<file path="src/rtl/core/ivc_pkg.sv">
// Package for the irrigation valve controller: shared types, codes and reset constants.
// Used by ivc_step and irrigation_valve_controller; depends on nothing.

package ivc_pkg;

    localparam int CNT_W = 24;

    localparam logic [1:0] ACT_FLOW     = 2'd0;
    localparam logic [1:0] ACT_CHECK    = 2'd1;
    localparam logic [1:0] ACT_MAINT    = 2'd2;
    localparam logic [1:0] ACT_REPORT   = 2'd3;

    localparam logic [2:0] EV_NONE      = 3'd0;
    localparam logic [2:0] EV_ALARM     = 3'd1;
    localparam logic [2:0] EV_START     = 3'd2;
    localparam logic [2:0] EV_END       = 3'd3;
    localparam logic [2:0] EV_REPORT    = 3'd4;

    localparam logic [2:0] REG_WINDOW_START = 3'd0;
    localparam logic [2:0] REG_WINDOW_END   = 3'd1;
    localparam logic [2:0] REG_VOLUME_LIMIT = 3'd2;
    localparam logic [2:0] REG_MAX_PULSES   = 3'd3;
    localparam logic [2:0] REG_MAINT_LIMIT  = 3'd4;

    localparam logic [16:0] WINDOW_START_RST = 17'd72000;
    localparam logic [16:0] WINDOW_END_RST   = 17'd72300;
    localparam logic [15:0] VOLUME_LIMIT_RST = 16'd500;
    localparam logic [15:0] MAX_PULSES_RST   = 16'd50;
    localparam logic [15:0] MAINT_LIMIT_RST  = 16'd1200;

    localparam logic [25:0] MS_PER_SEC = 26'd1000;

    typedef struct packed {
        logic [16:0] window_start_sec;
        logic [16:0] window_end_sec;
        logic [15:0] volume_limit;
        logic [15:0] max_pulses_per_read;
        logic [15:0] maintenance_limit_sec;
    } cfg_t;

    typedef struct packed {
        logic [1:0]  action;
        logic [15:0] pulses;
        logic [16:0] time_of_day_sec;
        logic [31:0] time_ms;
    } item_t;

    typedef struct packed {
        logic             valve_state;
        logic             alarm_latched;
        logic             maintenance_active;
        logic [31:0]      maintenance_start_ms;
        logic [31:0]      session_start_ms;
        logic [31:0]      last_read_ms;
        logic [CNT_W-1:0] session_pulses;
        logic [CNT_W-1:0] report_pulses;
        logic [31:0]      report_interval_ms;
    } state_t;

    typedef struct packed {
        logic             valve_open;
        logic [2:0]       event_kind;
        logic [CNT_W-1:0] event_count;
        logic [31:0]      event_time_ms;
    } result_t;

    function automatic logic [CNT_W-1:0] sat_add_cnt(input logic [CNT_W-1:0] a,
                                                      input logic [15:0] b);
        logic [CNT_W:0] s;
        s = {1'b0, a} + {{(CNT_W - 15){1'b0}}, b};
        return s[CNT_W] ? {CNT_W{1'b1}} : s[CNT_W-1:0];
    endfunction

endpackage

</file>
<file path="src/rtl/core/ivc_step.sv">
// Event logic of the irrigation valve controller: next state and result for one word.
// Purely combinational; depends on ivc_pkg.

module ivc_step
    import ivc_pkg::*;
(
    input  cfg_t    cfg,
    input  state_t  st,
    input  item_t   item,
    output state_t  st_next,
    output result_t res_next
);

    logic [31:0] read_dt;
    logic [32:0] interval_sum;
    logic [31:0] maint_elapsed;
    logic [25:0] maint_limit_ms;
    logic        maint_expired;
    logic        in_window;
    logic        was_on;
    logic [31:0] session_len;

    assign read_dt        = item.time_ms - st.last_read_ms;
    assign interval_sum   = {1'b0, st.report_interval_ms} + {1'b0, read_dt};
    assign maint_elapsed  = item.time_ms - st.maintenance_start_ms;
    assign maint_limit_ms = 26'(cfg.maintenance_limit_sec) * MS_PER_SEC;
    assign maint_expired  = maint_elapsed >= {6'b0, maint_limit_ms};
    assign in_window      = (item.time_of_day_sec > cfg.window_start_sec)
                         && (item.time_of_day_sec < cfg.window_end_sec);
    assign was_on         = st.valve_state;
    assign session_len    = item.time_ms - st.session_start_ms;

    always_comb begin
        st_next                = st;
        res_next.event_kind    = EV_NONE;
        res_next.event_count   = '0;
        res_next.event_time_ms = '0;
        unique case (item.action)
            ACT_FLOW: begin
                st_next.report_interval_ms = interval_sum[32] ? 32'hFFFF_FFFF
                                                              : interval_sum[31:0];
                st_next.last_read_ms   = item.time_ms;
                st_next.session_pulses = sat_add_cnt(st.session_pulses, item.pulses);
                st_next.report_pulses  = sat_add_cnt(st.report_pulses, item.pulses);
                if (st.valve_state && !st.alarm_latched
                        && item.pulses > cfg.max_pulses_per_read) begin
                    st_next.alarm_latched = 1'b1;
                    st_next.valve_state   = 1'b0;
                    res_next.event_kind   = EV_ALARM;
                    res_next.event_count  = {{(CNT_W - 16){1'b0}}, item.pulses};
                end
            end
            ACT_CHECK: begin
                if (st.maintenance_active) begin
                    if (maint_expired) begin
                        st_next.maintenance_active = 1'b0;
                        st_next.valve_state        = 1'b0;
                    end else begin
                        st_next.valve_state = 1'b1;
                    end
                end else if (in_window) begin
                    st_next.valve_state = !st.alarm_latched
                        && (st.session_pulses < {{(CNT_W - 16){1'b0}}, cfg.volume_limit});
                end else begin
                    if (was_on && !st.alarm_latched) begin
                        res_next.event_kind    = EV_END;
                        res_next.event_count   = st.session_pulses;
                        res_next.event_time_ms = session_len;
                    end
                    st_next.valve_state        = 1'b0;
                    st_next.session_pulses     = '0;
                    st_next.report_interval_ms = '0;
                    st_next.alarm_latched      = 1'b0;
                end
                if (!was_on && st_next.valve_state) begin
                    st_next.session_start_ms = item.time_ms;
                    res_next.event_kind      = EV_START;
                    res_next.event_count     = '0;
                    res_next.event_time_ms   = '0;
                end else if (was_on && !st_next.valve_state && !st_next.alarm_latched
                        && in_window) begin
                    res_next.event_kind    = EV_END;
                    res_next.event_count   = st.session_pulses;
                    res_next.event_time_ms = session_len;
                end
            end
            ACT_MAINT: begin
                st_next.maintenance_active   = 1'b1;
                st_next.maintenance_start_ms = item.time_ms;
            end
            ACT_REPORT: begin
                if (st.report_pulses != '0) begin
                    res_next.event_kind        = EV_REPORT;
                    res_next.event_count       = st.report_pulses;
                    res_next.event_time_ms     = st.report_interval_ms;
                    st_next.report_pulses      = '0;
                    st_next.report_interval_ms = '0;
                end
            end
            default: begin
            end
        endcase
        res_next.valve_open = st_next.valve_state;
    end

endmodule

</file>
<file path="src/rtl/core/irrigation_valve_controller.sv">
// Irrigation valve controller top level: input register, event logic, result register.
// Each word passes the input register and then the result register; a result that is not
// taken stalls the input. One word is accepted every cycle while results are taken; the
// event logic sits between the input register and the result register. Synchronous
// active-low reset clears the valid flags and all controller state and loads the
// configuration registers with their default values. Depends on ivc_pkg and ivc_step.

module irrigation_valve_controller
    import ivc_pkg::*;
(
    input  logic        aclk,
    input  logic        aresetn,

    input  logic        cfg_valid,
    output logic        cfg_ready,
    input  logic [2:0]  cfg_index,
    input  logic [16:0] cfg_data,

    input  logic        s_valid,
    output logic        s_ready,
    input  logic [1:0]  s_action,
    input  logic [15:0] s_pulses,
    input  logic [16:0] s_time_of_day_sec,
    input  logic [31:0] s_time_ms,

    output logic        m_valid,
    input  logic        m_ready,
    output logic        m_valve_open,
    output logic [2:0]  m_event_kind,
    output logic [23:0] m_event_count,
    output logic [31:0] m_event_time_ms
);

    cfg_t    cfg_reg;
    state_t  state_reg;
    state_t  state_next;
    item_t   item_reg;
    logic    in_valid_reg;
    result_t res_reg;
    result_t res_next;
    logic    out_valid_reg;
    logic    fire;

    assign fire      = in_valid_reg && (!out_valid_reg || m_ready);
    assign s_ready   = !in_valid_reg || fire;
    assign cfg_ready = 1'b1;

    always_ff @(posedge aclk) begin
        if (!aresetn) begin
            cfg_reg.window_start_sec      <= WINDOW_START_RST;
            cfg_reg.window_end_sec        <= WINDOW_END_RST;
            cfg_reg.volume_limit          <= VOLUME_LIMIT_RST;
            cfg_reg.max_pulses_per_read   <= MAX_PULSES_RST;
            cfg_reg.maintenance_limit_sec <= MAINT_LIMIT_RST;
        end else if (cfg_valid && cfg_ready) begin
            unique case (cfg_index)
                REG_WINDOW_START: cfg_reg.window_start_sec      <= cfg_data;
                REG_WINDOW_END:   cfg_reg.window_end_sec        <= cfg_data;
                REG_VOLUME_LIMIT: cfg_reg.volume_limit          <= cfg_data[15:0];
                REG_MAX_PULSES:   cfg_reg.max_pulses_per_read   <= cfg_data[15:0];
                REG_MAINT_LIMIT:  cfg_reg.maintenance_limit_sec <= cfg_data[15:0];
                default: begin
                end
            endcase
        end
    end

    always_ff @(posedge aclk) begin
        if (!aresetn) begin
            in_valid_reg <= 1'b0;
        end else if (s_ready) begin
            in_valid_reg <= s_valid;
        end
    end

    always_ff @(posedge aclk) begin
        if (s_valid && s_ready) begin
            item_reg.action          <= s_action;
            item_reg.pulses          <= s_pulses;
            item_reg.time_of_day_sec <= s_time_of_day_sec;
            item_reg.time_ms         <= s_time_ms;
        end
    end

    ivc_step u_step (
        .cfg      (cfg_reg),
        .st       (state_reg),
        .item     (item_reg),
        .st_next  (state_next),
        .res_next (res_next)
    );

    always_ff @(posedge aclk) begin
        if (!aresetn) begin
            state_reg <= '0;
        end else if (fire) begin
            state_reg <= state_next;
        end
    end

    always_ff @(posedge aclk) begin
        if (!aresetn) begin
            out_valid_reg <= 1'b0;
        end else if (fire) begin
            out_valid_reg <= 1'b1;
        end else if (m_ready) begin
            out_valid_reg <= 1'b0;
        end
    end

    always_ff @(posedge aclk) begin
        if (fire) begin
            res_reg <= res_next;
        end
    end

    assign m_valid         = out_valid_reg;
    assign m_valve_open    = res_reg.valve_open;
    assign m_event_kind    = res_reg.event_kind;
    assign m_event_count   = res_reg.event_count;
    assign m_event_time_ms = res_reg.event_time_ms;

endmodule
</file>
<file path="config.mk">
export PLATFORM = sky130hd
export DESIGN_NAME = irrigation_valve_controller
export DESIGN_NICKNAME = d
export VERILOG_FILES = /design/src/rtl/core/ivc_pkg.sv /design/src/rtl/core/ivc_step.sv /design/src/rtl/core/irrigation_valve_controller.sv
export SDC_FILE = /design/constraint.sdc
export NUM_CORES = 1
export LEC_CHECK = 0
export ABC_AREA = 1
export BUFFER_PORTS_ARGS = -buffer_cell sky130_fd_sc_hd__buf_2
export CORE_ASPECT_RATIO = 0.8
export CORE_MARGIN = 1
export CORE_UTILIZATION = 50
export CTS_CLUSTER_SIZE = 16
export DETAILED_ROUTE_END_ITERATION = 12
export GPL_ROUTABILITY_DRIVEN = 0
export PLACE_DENSITY_LB_ADDON = 0.25
export SETUP_SLACK_MARGIN = 0.5
export SYNTH_ARGS = -nofsm -noshare
export SYNTH_HDL_FRONTEND = slang
export SYNTH_SLANG_ARGS = --single-unit
export TNS_END_PERCENT = 20
</file>
<file path="constraint.sdc">
create_clock -name aclk -period 6.2 [get_ports aclk]
set_input_delay 0.62 -clock aclk [delete_from_list [all_inputs] [get_ports aclk]]
set_output_delay 0.62 -clock aclk [all_outputs]
set_load 0.01 [all_outputs]
</file>
# [Word level (Yosys, flattened, before mapping)]
# Index checks and enable logic that the tools add are counted.
# W data, S select, Z words.
[totals] output_inout_bits=63 elab_cells=119 register_bits=390 in_bits=92
[op_classes] reduce_logical=39 n_addsub=6 n_eq_ne=11 n_mul=1 n_lt_le_gt_ge=5 muxes=33
[op_table] cell="$mux W59" n=4
[op_table] cell="$mux W58" n=2
[op_table] cell="$mux W24" n=4
[op_table] cell="$mux W32" n=3
[op_table] cell="$pmux W24 S2" n=2
[op_table] cell="$pmux W32 S3" n=1
[op_table] cell="$sub A32 B32 Y32" n=3
[op_table] cell="$pmux W27 S3" n=1
[op_table] cell="$pmux W32 S2" n=1
[op_table] cell="$mux W56" n=1
[op_table] cell="$add A24 B16 Y25" n=2
[op_table] cell="$add A32 B32 Y33" n=1
[op_table] cell="$ge A32 B26 Y1" n=1
[op_table] cell="$mux W25" n=1
[op_table] cell="$lt A24 B16 Y1" n=1
[op_table] cell="$reduce_bool A24 Y1" n=1
[op_table] cell="$mul A16 B7 Y23 const B" n=1
[op_table] cell="$gt A17 B17 Y1" n=1
[op_table] cell="$lt A17 B17 Y1" n=1
[op_table] cell="$gt A16 B16 Y1" n=1
[op_table] cell="$reduce_and A2 Y1" n=8
[op_table] cell="$logic_and A1 B1 Y1" n=10
[op_table] cell="$mux W1" n=10
[op_table] cell="$reduce_and A3 Y1" n=3
[op_table] cell="18 further kinds" n=31

# [Depth between registers and ports, before layout]
# Gate-level depths: netlist (run 1).
[logic_depth] depth_word=12 depth_mapped=29 depth_no_buf=28

# [Hierarchy]
# A second synthesis (run 1) with hierarchy kept.
[hier_totals] cells_unflattened=4483 area_unflattened_um2=31769.2
[by_module_without_submodules] mod="ivc_step" instances=1 area_each_um2=17433.0 cells_each=2919
[by_module_without_submodules] mod="irrigation_valve_controller" instances=1 area_each_um2=14336.2 cells_each=1564

# [Least setup slack after synthesis (run 1)]
# No wires, ideal clock.
[synth_path] path_type="register to register" start="reg cfg_reg[3] (netlist name)" end="reg res_reg (netlist bit m_event_kind[0]) (data pin)" stages_incl_launch_ff=28 path_slack_ns=0.230 setup_time_ns=0.270 n_path_buf=2 t_arrival_ns=5.700 path_cell_list="dfxtp_1 > inv_1 > fa_1 > fa_1 > fa_1 > fa_1 > inv_1 > ha_1 > a21oi_1 > o21ai_0 > a21oi_1 > o21ai_0 > a21boi_0 > o21bai_1 > a21boi_0 > o21ai_0 > xor2_1 > ha_1 > a211oi_1 > nand2_1 > nor2_1 > nand3_1 > o21bai_4 > nand2_2 > nand3_1 > buf_4 > buf_6 > a21oi_1"
[synth_rtl] item="start: declaration" line_no="irrigation_valve_controller.sv:34" source="cfg_t cfg_reg;"
[synth_rtl] item="end signal: assignment" line_no="irrigation_valve_controller.sv:113" source="res_reg <= res_next;"
[synth_rtl] item="end: declaration" line_no="irrigation_valve_controller.sv:39" source="result_t res_reg;"

==> results.txt, run 1 <==
The run finished with clean final reports. From synthesis to final layout, the design area changed by 13.3%. The sequential fraction of design power is 0.366.

The run gives 4 as the number of antenna violations at the first check in global routing. The number of storage elements in the synthesis netlist was 390; the number of pins with negative max-slew slack in the final report was 0. Derived from the worst setup path, the maximum achievable clock frequency is 0.171 GHz.

Switching power of the nets: 2640 µW. Die area: 56,400 µm². Counting every instance in the synthesized netlist gives 3,668.

Entering global routing, the biggest net connects 92 pins. The Yosys step of the flow raised 0 warnings. The run gives 0.186 mV as the maximum resistive drop on vdd.

In the final timing run, aggregate negative setup slack is 0 ns. The slowest cell on the critical path is fa_1. The height of the die is 213 µm. The class of the tightest hold or removal check is input pin to register. The clock edge transition at the registers on the reported setup and hold paths came out at 0.07 ns. The aggregate global-route resource usage came out at 0.293. For the pin with the worst max-slew slack, the measured transition is 1.18 ns.

Summing over every cut layer, the via total after detailed routing is 25,284. For the clock tree buffer depth, the log shows 3. The tools report the beginning of the critical path as cfg_reg[1].

Most common cell type on the critical path: fa_1. The run gives 76 as the number of rows created at floorplan. The met2 capacity usage during global routing is 0.410. The hold-critical path depth was 1; the I/O pin total was 155.

The combined area of all synthesized cells is 27,700 µm², and the number of cell instances on the worst register-to-register path is 28. The number of nets produced by synthesis is 4,121, and the number of inserted filler cells in the final layout is 5,011. The post-synthesis sequential area ratio is 0.327. The worst path in the final design needs a cycle of 5.86 ns, including I/O delays and setup. In the routed layout, each cell is associated on average with a via count of 5.50. The fraction of synthesis flops using an asynchronous set or reset pin came out at 0.

The count of endpoints failing hold in the final timing report was 0; the number of flip-flops under the largest register name was 179. Clock skew on the completed layout was measured at 0.0322 ns. Post-route fraction of the period consumed by the critical path: 0.944.

The distinct cell type count after synthesis was 53. The worst setup path is captured at a register. Along the worst path, the maximum fanout reaches 4. The run gives 23,018 as the number of global-route vias before repair.

TritonCTS built the clock tree. In this run the critical register-to-register path is launched from cfg_reg[1]. The number of buffers inserted during clock tree synthesis is 42. Counting instances in the post-synthesis netlist gives the leading cell types as 745 x nand2_1, 551 x inv_1, 439 x a21oi_1, 301 x ha_1, 294 x o21ai_0. The tools report the cell-internal power as 5080 µW. The met1 global-route usage came out at 0.444. Endpoint arrival time on the critical path: 6.19 ns. The HPWL reported at the end of detailed placement is 61,500 µm, and the number of endpoints failing setup at the final stage is 0. Met3 track utilization from global routing: 0.0690.

The first detailed-routing pass ran for 6 iterations. Areal power density over the cells: 246 nW/µm². The run gives 0 as the remaining global-route overflow. Among all cell types in the netlist, the one instantiated most often is nand2_1.

Dividing the synthesized area by the synthesized cell count gives 7.56 µm². The initial core utilization was 0.511. The run gives 0.301 as the combinational share of power. For the relative slew slack, the log shows 0.211.

The busiest metal layer after global routing was met1. Total power for the finished layout comes to 7720 µW. Top flip-flop cell by instance count after synthesis: dfxtp_1. The number of nets in the finished design is 4,276.

Sorting the synthesized cells by area gives the leading types as dfxtp_1 19%, edfxtp_1 14%, ha_1 14%. The clock drives 390 sinks. CTS built an H-tree with a depth of 2. The tool flagged a number of max-cap violations equal to 0. Setup repair after global routing could not meet its margin everywhere. Fraction of layout instances using a drive strength above 1: 0.0993.

Switching power as a share of total power: 0.342. From left edge to right edge, the die measures 265 µm. The run gives 0.60 ns as the clock latency reported for the late side of the worst-skew pair. Worst setup path category: register to register. For the worst setup path, the data required time is 6.54 ns. The fraction of synthesized cell area taken by the top area cell type works out to 0.190. Post-detailed-route DRC marker count: 0. The biggest area contributor in the post-synthesis netlist is dfxtp_1. The clock power share is 0.334. The type of element launching the critical path was a register. The number of enable-type register cells in the synthesized netlist was 127. Hold path startpoint: s_time_ms[27]. The core area is 54,300 µm². Port buffering added 153 buffers. On the worst path, the slowest cell contributes a delay of 0.50 ns. The routed wirelength normalized by instance count was 18.2 µm; the remaining number of nets flagged by the antenna check after routing was 0. The run gives 2,794 as the DRC violation total after the first TritonRoute iteration. CTS placed an instance of clkbuf_16 at the clock tree root. Summed over all layers, the routed wires come to 83,600 µm.

The tools report the static power due to leakage as 0.0139 µW. For the wire length of the first global-routing pass, the log shows 128,000 µm.
-- power by group through the flow --
stage | clock network [µW] | registers (µW) | logic, µW
2_1_floorplan | 0 | 2830 | 1520
3_5_place_dp | 0 | 2870 | 2030
6_report | 2580 | 2820 | 2320
3_3_place_gp | 0 | 2870 | 2010
4_1_cts | 2610 | 2820 | 2140
5_1_grt | 2710 | 2830 | 2610
-- worst max-delay path: cells and delay by family, from the launching register on --
family	cells	cell delay [ns]
simple gates	6	0.73
buf+inv	6	0.59
flops	1	0.37
fa+ha+maj	6	2.48
xor+xnor	1	0.17
compound gates	9	1.25
-- cells by family after synthesis --
logic type / count (synthesis) / share of synthesized area
AND/OR/NAND/NOR: 1182 / 0.175
AO/OA/AOI/OAI: 930 / 0.181
buffers and inverters: 659 / 0.0913
flip-flops: 390 / 0.327
adder cells (fa/ha/maj): 361 / 0.179
XOR/XNOR: 145 / 0.0458
other: 1 / 0.000135
-- stage by stage --
step                worst slack [ns]  hold WS (ns)   util  cells  instance area (µm²)
floorplan                      0.504         0.424      -   3668                27800
global placement               0.191         0.449  0.538   4486                29200
detailed placement            0.0425         0.454  0.538   4486                29200
CTS                            0.341         0.169  0.572   4587                31100
global route                  0.0819         0.180  0.578   4598                31400
finish                         0.344         0.194  0.578   4599                31400
-- worst paths after layout --
check | endpoint | slack [ns]
worst max-delay path | m_event_time_ms[1] | 0.34
worst min-delay path | item_reg[27] | 0.19
worst max register to register | m_event_time_ms[1] | 0.34
worst min register to register | cfg_reg[58] | 0.46
-- layer usage --
metal  wire (µm)  vias to the layer above
li1            -                    12517
met1       39600                    11615
met2       33300                     1010
met3        8730                      134
met4        1930                        8
met5          54                        -
-- cells in the final DEF, fill, tap and decap left out, types with 7 or more instances in the layout --
master and count:
xor2_1 83, o21bai_1 19, nor3_1 28, edfxtp_1 127
o21ai_1 49, fa_1 60, nand3_1 100, o21ai_0 276
o21ai_2 18, or2_2 7, clkinv_2 8, nor2_1 212
a21oi_1 430, clkinv_1 10, a21boi_0 9, a21o_1 13
nand4_1 52, inv_1 536, inv_2 12, nand2_2 8
nor4_1 8, a31oi_1 24, ha_1 292, o21a_1 16
buf_4 43, clkbuf_16 46, nand2_1 740, buf_2 152
a21oi_2 8, o211ai_1 27, dfxtp_1 253, xnor2_1 61
clkbuf_1 9, ha_4 8
-- cell type report --
cell class	instances	area [µm²]	share of cell area
Inverter	558	2110	0.0672
Multi-Input combinational cell	2619	16400	0.524
Antenna cell	1	2.50	0.0000797
Clock inverter	25	235	0.00749
Clock buffer	53	1120	0.0358
Timing Repair Buffer	212	1450	0.0463
Tap cell	741	927	0.0295
Sequential cell	390	9110	0.290
-- repair_timing --
action / in CTS / in global routing
cloned: 5 / 3
pin swaps: 32 / 22
endpoints found under the setup margin: 92 / 115
setup buffers: 18 / 8
hold buffers: 0 / 0
gates resized for setup: 60 / 53
Note: power is estimated with default switching activity, not from simulation.
==> run 2: changes to the inputs <==
--- a/config.mk
+++ b/config.mk
@@ -13,7 +13,7 @@
 export CTS_CLUSTER_SIZE = 16
 export DETAILED_ROUTE_END_ITERATION = 12
 export GPL_ROUTABILITY_DRIVEN = 0
-export PLACE_DENSITY_LB_ADDON = 0.25
+export PLACE_DENSITY = 0.78
 export SETUP_SLACK_MARGIN = 0.5
 export SYNTH_ARGS = -nofsm -noshare
 export SYNTH_HDL_FRONTEND = slang
==> run 2 against run 1 <==
Against the previous run: sequential power about the same; highest routed layer unchanged; die area stayed put; count of clock-buffer cells in the layout rose by 5; critical path depth grew 4; clock power increased by 4%; flip-flop and latch count stayed put; clock skew shrank 0.0012 ns; global-route usage down 0.90 points; critical path type unchanged.
==> results.txt, run 2 (same netlist as run 1, synthesis figures left out) <==
TritonCTS built the clock tree. The logs give 0.284 (-0.00899) for the aggregate global-route resource usage and 3 (unchanged) for the clock tree buffer depth. The slowest stage of the critical path belongs to the cell fa_1. The areal power density over the cells is 249 nW/µm² (+1.4%), and the count of port buffers added during placement is 153 (unchanged).

The fraction of layout instances using a drive strength above 1 came out at 0.101 (+0.00130). The logs give 0 (unchanged) for the remaining global-route overflow and 0.169 GHz (-1.3%) for the maximum clock frequency. The clock tree skew after final layout came out at 0.0309 ns (-0.00123 ns). The library cells used most frequently in the layout, excluding fill and tap cells, are 734 x nand2_1, 529 x inv_1, 431 x a21oi_1. Final total power: 7840 µW (+1.5%). The cell count after placement is 4,482 (-0.089%). The die width came out at 265 µm (unchanged). The run gives 0.0140 µW (+0.34%) as the static power due to leakage. The total length of routed wires is 80,800 µm (-3.3%). The logs give 155 (unchanged) for the I/O pin total and 6.71 ns (+0.17 ns) for the required time of the worst setup path. The tools report the HPWL reported at the end of detailed placement as 60,200 µm (-2.2%). The run gives 126,000 µm (-1.7%) as the wire length of the first global-routing pass. Setup repair after global routing could not meet its margin everywhere.

The pin count of the biggest net entering global routing came out at 89 (-3.3%). Clock edge transition at the registers on the reported setup and hold paths: 0.07 ns (about the same). The number of rows created at floorplan is 76 (unchanged). The number of global-route vias before repair was 23,603 (+2.5%). The ratio of routed vias to standard cells came out at 5.54 (+0.85%). The worst setup path is of the register to register kind. The total iterations of the first detailed-routing run was 5 (-1); the peak fanout along the critical path was 8 (+4). The clock latency reported for the late side of the worst-skew pair is 0.60 ns (about the same), and the DRC violation total after the first TritonRoute iteration is 2,458 (-12%). The minimum clock period was 5.93 ns (+0.0743 ns).

The run gives 56,400 µm² (unchanged) as the die area. For the total number of vias, the log shows 25,494 (+0.83%). The largest stage delay on the critical path came out at 0.53 ns (+0.03 ns). The run gives 54,300 µm² (unchanged) as the core area. The maximum level of the CTS H-tree is 2 (unchanged). The run gives 6.44 ns (+0.25 ns) as the endpoint arrival time on the critical path. The clock sink total is 390 (unchanged). The number of antenna violations at the first check in global routing is 2 (-2). The flow ran to the end, and the final reports show no timing, DRC or antenna violations. The gate family responsible for the most delay along the worst path was adder cells. The number of nets in the finished design is 4,276 (unchanged), and the number of flip-flops under the largest register name is 179 (unchanged). The routed wirelength normalized by instance count is 17.6 µm (-3.3%). The post-route fraction of the period consumed by the critical path was 0.956 (+0.0120).

The combined buffer and inverter count along the critical path was 11 (+5). The initial core utilization was 0.511 (unchanged). The run gives 43 (+2.4%) as the number of buffers inserted during clock tree synthesis.

The tools report the relative slew slack as 0.275 (+0.0638). Type of element launching the critical path: a register. The run gives 0 (-1) as the antenna diode count.

Leaving out fill and tap cells, the most frequent cell in the layout is nand2_1. The tools report the number of violations of the max-capacitance limit as 0 (unchanged). The final standard cell count with taps included and fillers excluded was 4,598 (-0.022%). Maximum resistive drop on vdd: 0.205 mV (+10%). The element type at the critical path end is a register.

For the post-detailed-route DRC marker count, the log shows 0 (unchanged). In this run the worst hold path is classified as input pin to register. The number of pins with negative max-slew slack in the final report was 0 (unchanged); the signed area change from the synthesized netlist to the final layout was 13.4% (about the same).

The hold-critical path depth is 1 (unchanged), and the number of endpoints failing setup at the final stage is 0 (unchanged). The count of endpoints failing hold in the final timing report was 0 (unchanged). The cell count along the critical path works out to 32 (+14%). Transition time at the pin with the least slew margin: 1.09 ns (-0.0956 ns).

The number of cell instances on the worst register-to-register path is 32 (+14%), and the height of the die is 213 µm (unchanged). The tools report the remaining number of nets flagged by the antenna check after routing as 0 (unchanged). The clock root buffer is clkbuf_16.

The cell that appears most often on the critical path is buf_4.
==> run 2: stage by stage <==
| stage | cell area [µm²] | hold WS (ns) | setup WS (ns) | setup TNS [ns] | util |
|---|---|---|---|---|---|
| 2_1_floorplan | 27800 | 0.424 | 0.504 | 0 | - |
| 3_3_place_gp | 29200 | 0.435 | 0.129 | 0 | 0.538 |
| 3_5_place_dp | 29200 | 0.441 | -0.0359 | -0.307 | 0.538 |
| 4_1_cts | 31200 | 0.174 | 0.359 | 0 | 0.575 |
| 5_1_grt | 31400 | 0.177 | 0.0617 | 0 | 0.579 |
| 6_report | 31400 | 0.191 | 0.270 | 0 | 0.579 |
==> run 2: final cells by class <==
class | instances | area (µm²)
Clock buffer | 58 | 1260
Clock inverter | 21 | 206
Fill cell | 4827 | 22900
Inverter | 558 | 2110
Multi-Input combinational cell | 2619 | 16400
Sequential cell | 390 | 9100
Tap cell | 741 | 927
Timing Repair Buffer | 211 | 1400
==> run 2: repair_timing <==
action,4_1_cts,5_1_grt
resized for setup,52,49
cloned,6,1
setup buffers,26,4
pin swaps,49,27
endpoints found under the setup margin,93,115
hold buffers,0,0
==> run 2: final timing paths <==
| kind | start | to | slack (ns) |
|---|---|---|---|
| worst max-delay path | cfg_reg[0] | state_reg[124] | 0.27 |
| worst min-delay path | s_pulses[10] | item_reg[59] | 0.19 |
| worst max register to register | cfg_reg[0] | state_reg[124] | 0.27 |
| worst min register to register | cfg_reg[32] | cfg_reg[32] | 0.45 |
==> run 2: routing by layer <==
layer	routed length, µm	GRT usage
met3	8370	0.0745
met2	33300	0.417
met5	14	0
met4	2450	0.0909
met1	36600	0.403
==> run 2: power by group <==
part / internal, µW / switching (µW) / leakage [µW] / total, µW
sequential: 2730 / 97.0 / 0.00338 / 2820
combinational: 947 / 1380 / 0.00988 / 2330
clock: 1560 / 1120 / 0.000725 / 2680
